`src/rtl/core/assert_macros.svh`:
```
// ============================================================================
// Assertion macros
// Shared clocked assertion forms for the alarm controller RTL.
// ============================================================================
`ifndef ASSERT_MACROS_SVH
`define ASSERT_MACROS_SVH

// Implication that must hold in the same cycle, checked outside reset.
`define ASSERT_SAME(label, clk, rst_n, ante, cons, msg) \
    label: assert property (@(posedge clk) disable iff (!rst_n) (ante) |-> (cons)) \
        else $error(msg);

// Implication that must hold in the cycle after the antecedent.
`define ASSERT_NEXT(label, clk, rst_n, ante, cons, msg) \
    label: assert property (@(posedge clk) disable iff (!rst_n) (ante) |=> (cons)) \
        else $error(msg);

`endif

```
`src/rtl/core/aic_pkg.sv`:
```
// ============================================================================
// aic_pkg
// Types, codes and fixed constants of the intrusion alarm controller.
// ============================================================================
`timescale 1ns / 1ps

package aic_pkg;

    // Fixed build constants of the controller.
    localparam int NUM_SENSORS = 6;
    localparam int PIN_DIGITS  = 4;

    // Only the low six sensor bits exist on the word; the rest are masked.
    localparam int SENS_USED = (NUM_SENSORS > 6) ? 6 : NUM_SENSORS;
    localparam logic [5:0] SENSOR_MASK = 6'((12'd1 << SENS_USED) - 12'd1);

    // Eight bits per PIN character, at most four characters compared.
    localparam logic [31:0] PIN_MASK = (PIN_DIGITS >= 4) ? 32'hFFFF_FFFF :
                                       32'((64'd1 << (8 * PIN_DIGITS)) - 64'd1);

    // Modes.
    localparam logic [1:0] MODE_DAY   = 2'd0;
    localparam logic [1:0] MODE_NIGHT = 2'd1;
    localparam logic [1:0] MODE_IDLE  = 2'd2;
    localparam logic [1:0] MODE_OTHER = 2'd3;

    // Command kinds.
    localparam logic [2:0] KIND_NONE  = 3'd0;
    localparam logic [2:0] KIND_MODE  = 3'd1;
    localparam logic [2:0] KIND_FACE  = 3'd2;
    localparam logic [2:0] KIND_PIN   = 3'd3;
    localparam logic [2:0] KIND_LEVEL = 3'd4;

    // PIN verdicts.
    localparam logic [1:0] VERDICT_NONE  = 2'd0;
    localparam logic [1:0] VERDICT_OK    = 2'd1;
    localparam logic [1:0] VERDICT_WRONG = 2'd2;
    localparam logic [1:0] VERDICT_ALARM = 2'd3;

    // Access levels set by commands.
    localparam logic [3:0] LEVEL_NONE = 4'd0;
    localparam logic [3:0] LEVEL_PIN  = 4'd1;
    localparam logic [3:0] LEVEL_FACE = 4'd2;

    // Wrong PIN handling.
    localparam logic [7:0] WRONG_LIMIT = 8'd3;
    localparam logic [7:0] WRONG_MAX   = 8'd255;

    // Configuration register map.
    localparam int CFG_ADDR_W = 5;
    localparam logic [2:0] REG_ENTRY_DELAY = 3'd0;
    localparam logic [2:0] REG_BUZZER_LIM  = 3'd1;
    localparam logic [2:0] REG_REPORT_INT  = 3'd2;
    localparam logic [2:0] REG_CORRECT_PIN = 3'd3;
    localparam logic [2:0] REG_START_MODE  = 3'd4;

    // Register reset values.
    localparam logic [31:0] RST_ENTRY_DELAY = 32'd5000;
    localparam logic [31:0] RST_BUZZER_LIM  = 32'd4000;
    localparam logic [15:0] RST_REPORT_INT  = 16'd80;
    localparam logic [31:0] RST_CORRECT_PIN = 32'h3132_3334;
    localparam logic [1:0]  RST_START_MODE  = MODE_DAY;

    // Configuration seen by the control pass.
    typedef struct packed {
        logic [31:0] entry_delay_ms;
        logic [31:0] buzzer_limit_ms;
        logic [15:0] report_interval_ms;
        logic [31:0] correct_pin;
    } t_cfg;

    // One input word.
    typedef struct packed {
        logic        tick;
        logic [5:0]  day_sensors;
        logic [5:0]  night_sensors;
        logic [2:0]  kind;
        logic [1:0]  mode_value;
        logic [31:0] pin_code;
        logic [3:0]  access_digit;
    } t_item;

    // One result word.
    typedef struct packed {
        logic       lamps_on;
        logic       buzzer_on;
        logic       door_locked;
        logic       alarm_state;
        logic [3:0] level_now;
        logic [1:0] mode_now;
        logic [1:0] pin_verdict;
        logic       report_due;
        logic [5:0] day_tripped;
        logic [5:0] night_tripped;
    } t_result;

endpackage

```
`src/rtl/core/intrusion_alarm_controller_top.sv`:
```
// ============================================================================
// intrusion_alarm_controller_top
// Intrusion alarm controller: input register, control pass, result register.
// ============================================================================
// The controller takes one control-pass word per clock cycle while the output
// side does not stall and returns one result word for each, in order. The word
// is captured in an input register, the whole pass (clock tick, status report,
// sensor check, lamps and buzzer, command) runs as combinational logic against
// the controller state, and the result lands in an output register; that single
// state update per cycle sets the rate of one word per cycle. Configuration goes
// through an APB port and must be written only while the block is idle; the block
// itself does not enforce this. No clearing pass is needed after reset.
`timescale 1ns / 1ps
`include "assert_macros.svh"

module intrusion_alarm_controller_top (
    input  logic                           i_clk,
    input  logic                           i_rst_n,
    // APB configuration port
    input  logic                           psel,
    input  logic                           penable,
    input  logic                           pwrite,
    input  logic [aic_pkg::CFG_ADDR_W-1:0] paddr,
    input  logic [31:0]                    pwdata,
    output logic [31:0]                    prdata,
    output logic                           pready,
    // Input words
    input  logic                           i_valid,
    output logic                           o_stall,
    input  logic                           i_tick,
    input  logic [5:0]                     i_day_sensors,
    input  logic [5:0]                     i_night_sensors,
    input  logic [2:0]                     i_kind,
    input  logic [1:0]                     i_mode_value,
    input  logic [31:0]                    i_pin_code,
    input  logic [3:0]                     i_access_digit,
    // Result words
    output logic                           o_valid,
    input  logic                           i_stall,
    output logic                           o_lamps_on,
    output logic                           o_buzzer_on,
    output logic                           o_door_locked,
    output logic                           o_alarm_state,
    output logic [3:0]                     o_level_now,
    output logic [1:0]                     o_mode_now,
    output logic [1:0]                     o_pin_verdict,
    output logic                           o_report_due,
    output logic [5:0]                     o_day_tripped,
    output logic [5:0]                     o_night_tripped
);

    aic_pkg::t_cfg    w_cfg;
    aic_pkg::t_item   r_in;
    aic_pkg::t_result w_result, r_out;
    logic             r_in_valid, r_out_valid;
    logic             w_out_free, w_advance, w_in_accept;

    aic_cfg_regs u_cfg (
        .i_clk   (i_clk),
        .i_rst_n (i_rst_n),
        .psel    (psel),
        .penable (penable),
        .pwrite  (pwrite),
        .paddr   (paddr),
        .pwdata  (pwdata),
        .prdata  (prdata),
        .pready  (pready),
        .o_cfg   (w_cfg)
    );

    aic_core u_core (
        .i_clk    (i_clk),
        .i_rst_n  (i_rst_n),
        .i_step   (w_advance),
        .i_item   (r_in),
        .i_cfg    (w_cfg),
        .o_result (w_result)
    );

    // Flow control: the held word runs its pass when the result register frees.
    assign w_out_free  = !r_out_valid || !i_stall;
    assign w_advance   = r_in_valid && w_out_free;
    assign o_stall     = r_in_valid && !w_out_free;
    assign w_in_accept = i_valid && !o_stall;

    always_ff @(posedge i_clk) begin
        if (!i_rst_n) begin
            r_in_valid  <= 1'b0;
            r_out_valid <= 1'b0;
        end else begin
            if (w_in_accept) begin
                r_in_valid <= 1'b1;
            end else if (w_advance) begin
                r_in_valid <= 1'b0;
            end
            if (w_advance) begin
                r_out_valid <= 1'b1;
            end else if (!i_stall) begin
                r_out_valid <= 1'b0;
            end
        end
    end

    // Input and result payload registers.
    always_ff @(posedge i_clk) begin
        if (w_in_accept) begin
            r_in.tick          <= i_tick;
            r_in.day_sensors   <= i_day_sensors;
            r_in.night_sensors <= i_night_sensors;
            r_in.kind          <= i_kind;
            r_in.mode_value    <= i_mode_value;
            r_in.pin_code      <= i_pin_code;
            r_in.access_digit  <= i_access_digit;
        end
        if (w_advance) begin
            r_out <= w_result;
        end
    end

    assign o_valid         = r_out_valid;
    assign o_lamps_on      = r_out.lamps_on;
    assign o_buzzer_on     = r_out.buzzer_on;
    assign o_door_locked   = r_out.door_locked;
    assign o_alarm_state   = r_out.alarm_state;
    assign o_level_now     = r_out.level_now;
    assign o_mode_now      = r_out.mode_now;
    assign o_pin_verdict   = r_out.pin_verdict;
    assign o_report_due    = r_out.report_due;
    assign o_day_tripped   = r_out.day_tripped;
    assign o_night_tripped = r_out.night_tripped;

    // Assertions on the pipeline and on result consistency.
    `ASSERT_SAME(a_stall_needs_word, i_clk, i_rst_n, !r_in_valid, !o_stall, "stall with empty input stage")
    `ASSERT_NEXT(a_pass_lands, i_clk, i_rst_n, w_advance, r_out_valid, "finished pass not held in result register")
    `ASSERT_SAME(a_buzz_lamps, i_clk, i_rst_n, r_out_valid && r_out.buzzer_on, r_out.lamps_on, "buzzer without lamps")
    `ASSERT_SAME(a_alarm_verdict, i_clk, i_rst_n, r_out_valid && (r_out.pin_verdict == aic_pkg::VERDICT_ALARM), r_out.alarm_state, "third wrong PIN without alarm")

endmodule

```
`src/rtl/core/aic_cfg_regs.sv`:
```
// ============================================================================
// aic_cfg_regs
// APB register file holding the delays, report interval, PIN and start mode.
// ============================================================================
`timescale 1ns / 1ps

module aic_cfg_regs (
    input  logic                             i_clk,
    input  logic                             i_rst_n,
    input  logic                             psel,
    input  logic                             penable,
    input  logic                             pwrite,
    input  logic [aic_pkg::CFG_ADDR_W-1:0]   paddr,
    input  logic [31:0]                      pwdata,
    output logic [31:0]                      prdata,
    output logic                             pready,
    output aic_pkg::t_cfg                    o_cfg
);

    logic [31:0] r_entry_delay;
    logic [31:0] r_buzzer_lim;
    logic [15:0] r_report_int;
    logic [31:0] r_correct_pin;
    logic [1:0]  r_start_mode;
    logic [2:0]  w_index;
    logic        w_write;

    assign pready  = 1'b1;
    assign w_index = paddr[aic_pkg::CFG_ADDR_W-1:2];
    assign w_write = psel & penable & pwrite;

    // Register writes in the access phase; writes past the map are dropped.
    always_ff @(posedge i_clk) begin
        if (!i_rst_n) begin
            r_entry_delay <= aic_pkg::RST_ENTRY_DELAY;
            r_buzzer_lim  <= aic_pkg::RST_BUZZER_LIM;
            r_report_int  <= aic_pkg::RST_REPORT_INT;
            r_correct_pin <= aic_pkg::RST_CORRECT_PIN;
            r_start_mode  <= aic_pkg::RST_START_MODE;
        end else if (w_write) begin
            unique case (w_index)
                aic_pkg::REG_ENTRY_DELAY: r_entry_delay <= pwdata;
                aic_pkg::REG_BUZZER_LIM:  r_buzzer_lim  <= pwdata;
                aic_pkg::REG_REPORT_INT:  r_report_int  <= pwdata[15:0];
                aic_pkg::REG_CORRECT_PIN: r_correct_pin <= pwdata;
                aic_pkg::REG_START_MODE:  r_start_mode  <= pwdata[1:0];
                default: ;
            endcase
        end
    end

    // Read back.
    always_comb begin
        unique case (w_index)
            aic_pkg::REG_ENTRY_DELAY: prdata = r_entry_delay;
            aic_pkg::REG_BUZZER_LIM:  prdata = r_buzzer_lim;
            aic_pkg::REG_REPORT_INT:  prdata = {16'd0, r_report_int};
            aic_pkg::REG_CORRECT_PIN: prdata = r_correct_pin;
            aic_pkg::REG_START_MODE:  prdata = {30'd0, r_start_mode};
            default:                  prdata = 32'd0;
        endcase
    end

    assign o_cfg.entry_delay_ms     = r_entry_delay;
    assign o_cfg.buzzer_limit_ms    = r_buzzer_lim;
    assign o_cfg.report_interval_ms = r_report_int;
    assign o_cfg.correct_pin        = r_correct_pin;

endmodule

```
`src/rtl/core/aic_core.sv`:
```
// ============================================================================
// aic_core
// Controller state and the combinational control pass over one input word.
// ============================================================================
`timescale 1ns / 1ps

module aic_core (
    input  logic              i_clk,
    input  logic              i_rst_n,
    input  logic              i_step,
    input  aic_pkg::t_item    i_item,
    input  aic_pkg::t_cfg     i_cfg,
    output aic_pkg::t_result  o_result
);

    // Controller state.
    logic [31:0] r_clock, r_last_report, r_entry_start, r_exit_start, r_trig_start;
    logic [1:0]  r_mode;
    logic [3:0]  r_level;
    logic [7:0]  r_wrong;
    logic        r_alarm, r_alarm_was, r_entry_pend, r_entry_was, r_exit_pend, r_lock;

    logic [31:0] n_clock, n_last_report, n_entry_start, n_exit_start, n_trig_start;
    logic [1:0]  n_mode;
    logic [3:0]  n_level;
    logic [7:0]  n_wrong;
    logic        n_alarm, n_alarm_was, n_entry_pend, n_entry_was, n_exit_pend, n_lock;

    // Intermediate values of the pass.
    logic [5:0]  w_day, w_night, w_day_out, w_night_out;
    logic        w_report, w_entry_night, w_entry_expired, w_exit_expired;
    logic [31:0] w_entry_start_eff, w_trig_eff;
    logic        w_lamps, w_buzz, w_pin_ok;
    logic [1:0]  w_verdict;

    always_comb begin
        w_day   = i_item.day_sensors & aic_pkg::SENSOR_MASK;
        w_night = i_item.night_sensors & aic_pkg::SENSOR_MASK;

        // Millisecond clock and rate-limited status report.
        n_clock       = r_clock + 32'(i_item.tick);
        w_report      = n_clock > (r_last_report + {16'd0, i_cfg.report_interval_ms});
        n_last_report = w_report ? n_clock : r_last_report;

        // Entry and exit timers as seen in night mode.
        w_entry_night     = r_entry_pend | (|w_night);
        w_entry_start_eff = (!r_entry_was && w_entry_night) ? n_clock : r_entry_start;
        w_entry_expired   = n_clock > (w_entry_start_eff + i_cfg.entry_delay_ms);
        w_exit_expired    = n_clock > (r_exit_start + i_cfg.entry_delay_ms);

        n_alarm       = r_alarm;
        n_lock        = r_lock;
        n_entry_pend  = r_entry_pend;
        n_entry_was   = r_entry_was;
        n_entry_start = r_entry_start;
        n_exit_pend   = r_exit_pend;
        n_exit_start  = r_exit_start;
        w_day_out     = 6'd0;
        w_night_out   = 6'd0;

        // Sensor check for the mode in force at the start of the pass.
        unique case (r_mode)
            aic_pkg::MODE_DAY: begin
                n_lock    = 1'b0;
                w_day_out = w_day;
                if (|w_day) n_alarm = 1'b1;
            end
            aic_pkg::MODE_NIGHT: begin
                n_lock        = 1'b1;
                w_night_out   = w_night;
                n_entry_pend  = w_entry_night;
                n_entry_start = w_entry_start_eff;
                n_entry_was   = w_entry_night;
                if (w_entry_night && w_entry_expired) n_alarm = 1'b1;
                n_exit_pend   = r_exit_pend && !w_exit_expired;
                w_day_out     = w_day;
                if ((|w_day) && !n_exit_pend) n_alarm = 1'b1;
            end
            aic_pkg::MODE_IDLE: begin
                n_alarm = 1'b0;
            end
            default: ;
        endcase

        // Lamps and buzzer follow the alarm flag before the command.
        n_level      = r_level;
        n_trig_start = r_trig_start;
        w_trig_eff   = r_alarm_was ? r_trig_start : n_clock;
        w_lamps      = n_alarm;
        w_buzz       = n_alarm && (n_clock < (w_trig_eff + i_cfg.buzzer_limit_ms));
        n_alarm_was  = n_alarm;
        if (n_alarm) begin
            n_level      = aic_pkg::LEVEL_NONE;
            n_trig_start = w_trig_eff;
        end

        // Command.
        n_mode    = r_mode;
        n_wrong   = r_wrong;
        w_verdict = aic_pkg::VERDICT_NONE;
        w_pin_ok  = ((i_item.pin_code ^ i_cfg.correct_pin) & aic_pkg::PIN_MASK) == 32'd0;
        unique case (i_item.kind)
            aic_pkg::KIND_MODE: begin
                if (r_mode == aic_pkg::MODE_DAY && i_item.mode_value == aic_pkg::MODE_NIGHT)
                begin
                    n_exit_pend  = 1'b1;
                    n_exit_start = n_clock;
                    n_level      = aic_pkg::LEVEL_NONE;
                end
                n_mode = i_item.mode_value;
            end
            aic_pkg::KIND_FACE: begin
                n_level = aic_pkg::LEVEL_FACE;
            end
            aic_pkg::KIND_PIN: begin
                if (w_pin_ok) begin
                    n_level      = aic_pkg::LEVEL_PIN;
                    n_wrong      = 8'd0;
                    n_entry_pend = 1'b0;
                    n_alarm      = 1'b0;
                    w_verdict    = aic_pkg::VERDICT_OK;
                end else begin
                    if (r_wrong != aic_pkg::WRONG_MAX) n_wrong = r_wrong + 8'd1;
                    if (n_wrong == aic_pkg::WRONG_LIMIT) begin
                        n_alarm   = 1'b1;
                        w_verdict = aic_pkg::VERDICT_ALARM;
                    end else begin
                        w_verdict = aic_pkg::VERDICT_WRONG;
                    end
                end
            end
            aic_pkg::KIND_LEVEL: begin
                if (i_item.access_digit <= n_level) n_level = i_item.access_digit;
            end
            default: ;
        endcase

        o_result.lamps_on      = w_lamps;
        o_result.buzzer_on     = w_buzz;
        o_result.door_locked   = n_lock;
        o_result.alarm_state   = n_alarm;
        o_result.level_now     = n_level;
        o_result.mode_now      = n_mode;
        o_result.pin_verdict   = w_verdict;
        o_result.report_due    = w_report;
        o_result.day_tripped   = w_day_out;
        o_result.night_tripped = w_night_out;
    end

    // State update once per accepted pass.
    always_ff @(posedge i_clk) begin
        if (!i_rst_n) begin
            r_clock       <= 32'd0;
            r_last_report <= 32'd0;
            r_entry_start <= 32'd0;
            r_exit_start  <= 32'd0;
            r_trig_start  <= 32'd0;
            r_mode        <= aic_pkg::RST_START_MODE;
            r_level       <= aic_pkg::LEVEL_NONE;
            r_wrong       <= 8'd0;
            r_alarm       <= 1'b0;
            r_alarm_was   <= 1'b0;
            r_entry_pend  <= 1'b0;
            r_entry_was   <= 1'b0;
            r_exit_pend   <= 1'b0;
            r_lock        <= 1'b0;
        end else if (i_step) begin
            r_clock       <= n_clock;
            r_last_report <= n_last_report;
            r_entry_start <= n_entry_start;
            r_exit_start  <= n_exit_start;
            r_trig_start  <= n_trig_start;
            r_mode        <= n_mode;
            r_level       <= n_level;
            r_wrong       <= n_wrong;
            r_alarm       <= n_alarm;
            r_alarm_was   <= n_alarm_was;
            r_entry_pend  <= n_entry_pend;
            r_entry_was   <= n_entry_was;
            r_exit_pend   <= n_exit_pend;
            r_lock        <= n_lock;
        end
    end

endmodule

```
`config.mk`:
```
export PLATFORM = sky130hd
export DESIGN_NAME = intrusion_alarm_controller_top
export DESIGN_NICKNAME = d
export VERILOG_FILES = /design/src/rtl/core/aic_pkg.sv /design/src/rtl/core/intrusion_alarm_controller_top.sv /design/src/rtl/core/aic_cfg_regs.sv /design/src/rtl/core/aic_core.sv
export VERILOG_INCLUDE_DIRS = /design/src /design/src/rtl/core
export SDC_FILE = /design/constraint.sdc
export NUM_CORES = 1
export LEC_CHECK = 0
export BUFFER_PORTS_ARGS = -buffer_cell sky130_fd_sc_hd__buf_2
export CORE_MARGIN = 3
export CORE_UTILIZATION = 56
export DETAILED_ROUTE_END_ITERATION = 16
export GPL_TIMING_DRIVEN = 0
export PLACE_DENSITY = 0.76
export REMOVE_ABC_BUFFERS = 1
export SYNTH_ARGS = -nofsm -noshare
export SYNTH_HDL_FRONTEND = slang
export SYNTH_HIERARCHICAL = 1
export SYNTH_SLANG_ARGS = --single-unit
```
`constraint.sdc`:
```
create_clock -name i_clk -period 8.2 [get_ports i_clk]
set_input_delay 1.64 -clock i_clk [delete_from_list [all_inputs] [get_ports i_clk]]
set_output_delay 1.64 -clock i_clk [all_outputs]
set_load 0.1 [all_outputs]
```
==> run_results.csv <==
group,metric,value,unit
critical_path,endpoint_kind,"register",
layout,n_antenna_cell,0,
critical_path,slowest_delay,560,ps
cts,clock-root-buffer,"clkbuf_16",
floorplanning,start_util,57.1,%
timing,setup_viol,0,
yosys,ys_warn_count,6,
layout,syn2layout_area_growth,12.7,%
critical_path,crit-reg2reg-launch,"r_in[45]",
power,power_leakage,12.4,nW
critical_path,reg2reg_slack,160,ps
placed_design,place_congestion,0.935,
critical_path,critPathLaunchType,"register",
drt,dr_total_vias,22009,
critical_path,critPathBufInv,3,
cts,cts_max_path_buffers,3,
flow_run,cap_violations,0,
timing,min_period,8040,ps
timing,drv_slew,0,
timing,slew_headroom,4.25,%
grt,grt_first_pass_wirelength,119000,microns
floorplanning,io_pins,158,
critical_path,r2r_end,"o_level_now[0]",
cts,cts_hold_buf,0,
power,power,0.00419,W
drt,via_per_inst,6.25,
cts,numCtsBuffers,42,
layout,fin_cells,3519,
cts,clk_pin_slew,60,ps
cts,clkLatencyLatePin,600,ps
placed_design,placed_cells,3409,
yosys,synth-seq-area-share,33.4,%
critical_path,critPathMaxFanout,6,
grt,overflow,0,
placed_design,dpl.hpwl,56500,microns
placed_design,place_area,26000,sq um
drt,drc,0,
yosys,synthesis.area,24800,sq um
layout,num-fill-cells,3501,
grt,use_met3,6.69,%
grt,met2_usage,50.4,%
grt,grt_max_degree,109,
cts,h-tree-depth,2,
placed_design,port_buffers,154,
layout,drive_gt1_share,14.1,%
drt,drtIter0Drc,1881,
floorplanning,dieHeight,217,microns
critical_path,worstPathArrival,8370,ps
floorplanning,die_w,217,microns
power,power.density,150,nW/um^2
timing,finalCritPeriodShare,98.1,%
floorplanning,die-area,46900,sq um
drt,antenna_left,0,
timing,finalSetupTns,0,ps
cts,clock-sinks,375,
critical_path,cp_top_family,"compound AO/OA/AOI/OAI gates",
yosys,ys_seq_elements,375,
drt,first_pass_iters,6,
floorplanning,rows,76,
yosys,async_reset_ff_share,0,%
critical_path,crit_end,"o_level_now[0]",
layout,fin_nets,3251,
yosys,synth-edff-count,79,
yosys,ys_types,83,
timing,max_freq,124,MHz
min_path,hp-class,"register to register",
cts,tritoncts,"done",
timing,fin_skew,23.0,ps
power,peakVddDrop,0.237,mV
grt,grt_pass1_vias,21751,
drt,drt-total-wl,77200,microns
status,run_status,"complete, no violations",
layout,final_util,64.3,%
yosys,synthCells,2781,
yosys,synth_area_per_cell,8.92,sq um
critical_path,worstSetupPathType,"register to register",
drt,routedWlPerCell,21.9,microns
critical_path,crit_required,8530,ps
timing,worst_pin_slew,1430,ps
yosys,dominantRegCellSynth,"dfxtp_1",
layout,design_area,28000,sq um
critical_path,crit_start,"r_in[45]",
critical_path,cp.depth,37,
grt,antenna_found_initial,3,
critical_path,critPathSlowestCell,"or4_4",
floorplanning,core-area,43500,sq um
timing,rsz0062_at_grt,"yes",
critical_path,reg2regPathDepth,37,
grt,track_usage,31.9,%
grt,grt.busiest_layer,"met2",
grt,met1_usage,41.6,%
timing,hold_viol_final,0,
## worst min-delay path, delay by kind of cell (launching register included)
family / cells / cell delay [ps]
AO/OA/AOI/OAI: 1 / 50
AND/OR/NAND/NOR: 1 / 50
flip-flops: 1 / 310
## layer usage
layer | vias to the layer above | routed length (microns)
li1 | 10299 | -
met1 | 10567 | 32300
met2 | 931 | 34400
met3 | 206 | 6680
met4 | 6 | 3780
met5 | - | 37
## how the worst min path moves through the flow
stage                     slack [ps]                startpoint                  endpoint  cells past startpoint
after CTS                        460  u_core/r_entry_start[20]  u_core/r_entry_start[20]                      2
after global placement           440  u_core/r_entry_start[18]  u_core/r_entry_start[18]                      2
after global routing             480  u_core/r_entry_start[22]  u_core/r_entry_start[22]                      2
after floorplan                  430  u_core/r_entry_start[18]  u_core/r_entry_start[18]                      2
after detailed placement         450  u_core/r_entry_start[20]  u_core/r_entry_start[20]                      2
final                            460  u_core/r_entry_start[14]  u_core/r_entry_start[14]                      2
## cell families after synthesis
kind of cell,Yosys count,share of synthesized area (%)
multiplexers,208,9.28
XOR/XNOR,202,7.13
AO/OA/AOI/OAI,651,16.7
flip-flops,375,33.4
buffers and inverters,221,4.01
adder cells (fa/ha/maj),247,12.6
AND/OR/NAND/NOR,876,16.9
other,1,0.0151
## what timing repair did
action                                  CTS  global route
resized for setup                        19            38
buffers inserted                         14            22
endpoints found under the setup margin    8             8
pin swaps                                11            38
gates cloned                              1             1
## final cells by class
cell class / instances / area, sq um / area share [%]
clock buffers: 61 / 1180 / 4.23
clock inverters: 11 / 151 / 0.542
inverters: 94 / 358 / 1.28
multi-input cells: 2186 / 15900 / 56.7
flip-flops and latches: 375 / 8300 / 29.7
well taps: 585 / 732 / 2.62
repair buffers: 207 / 1370 / 4.90
## stage by stage
step                      setup WS [ps]  hold WS (ps)
after floorplan                   -1130           434
after global placement            -7430           439
after detailed placement          -1150           448
after CTS                          14.2           457
after global routing               -166           480
final                               158           458
## report_power, final
| part | switching (W) | internal (W) | total (W) | leakage [nW] |
|---|---|---|---|---|
| Clock | 0.000791 | 0.00107 | 0.00186 | 0.651 |
| Combinational | 0.000265 | 0.000117 | 0.000382 | 8.57 |
| Sequential | 0.0000272 | 0.00192 | 0.00195 | 3.15 |
| Total | 0.00108 | 0.00310 | 0.00419 | 12.4 |
## state kept, by name, summed over array words and instances, names as in the netlist, 2 cells and up
name and flops:
o_level_now 4, u_cfg/r_start_mode 2, o_pin_verdict 2, o_mode_now 2, u_core/r_last_report 32, u_cfg/r_buzzer_lim 32, u_core/r_clock 32, u_cfg/r_correct_pin 32
u_cfg/r_entry_delay 32, u_core/r_exit_start 32, u_core/r_entry_start 32, r_in 54, o_night_tripped 6, u_core/r_level 4, o_day_tripped 6, u_core/r_mode 2
u_core/r_trig_start 32, u_cfg/r_report_int 16, u_core/r_wrong 8
## cell usage in the layout (no fill, tap or decap), types with 8 or more instances in the layout
cell,count
clkbuf_1,13
xor2_1,80
and4_1,11
ha_1,237
o21a_1,27
a21o_1,74
o21ai_0,118
buf_4,40
mux4_2,14
mux2i_1,157
buf_2,152
edfxtp_1,79
nor2_1,239
inv_1,92
a31oi_1,13
and2_1,21
or3_1,13
nand3_1,60
nor3b_1,8
nand2_1,257
clkbuf_16,43
o21bai_1,17
nor3_1,48
nand4_1,46
a21oi_1,213
xnor2_1,116
and3_1,25
nor2b_1,48
dfxtp_1,293
or2_2,25
o211ai_1,32
nand2b_1,25
mux2_2,36
a211oi_1,57
## cell usage after synthesis, types with 19 or more instances
cell type	n	area, sq um
and3_1	27	169
and2_1	22	138
mux2i_1	157	1570
nand2_1	259	972
xor2_1	84	736
mux2_2	37	417
inv_1	93	349
o21ai_0	121	606
o21a_1	28	210
nor2b_1	50	313
dfxtp_1	296	5930
nor3_1	51	255
nand2b_1	25	156
nand3_1	63	315
o211ai_1	32	240
nor2_1	244	916
xnor2_1	118	1030
edfxtp_1	79	2370
or2_2	24	150
a21o_1	75	563
ha_1	243	3040
a211oi_1	58	435
nand4_1	46	288
a21oi_1	220	1100
clkbuf_1	82	308
o21bai_1	19	143
Note: power is estimated with default switching activity, not from simulation.
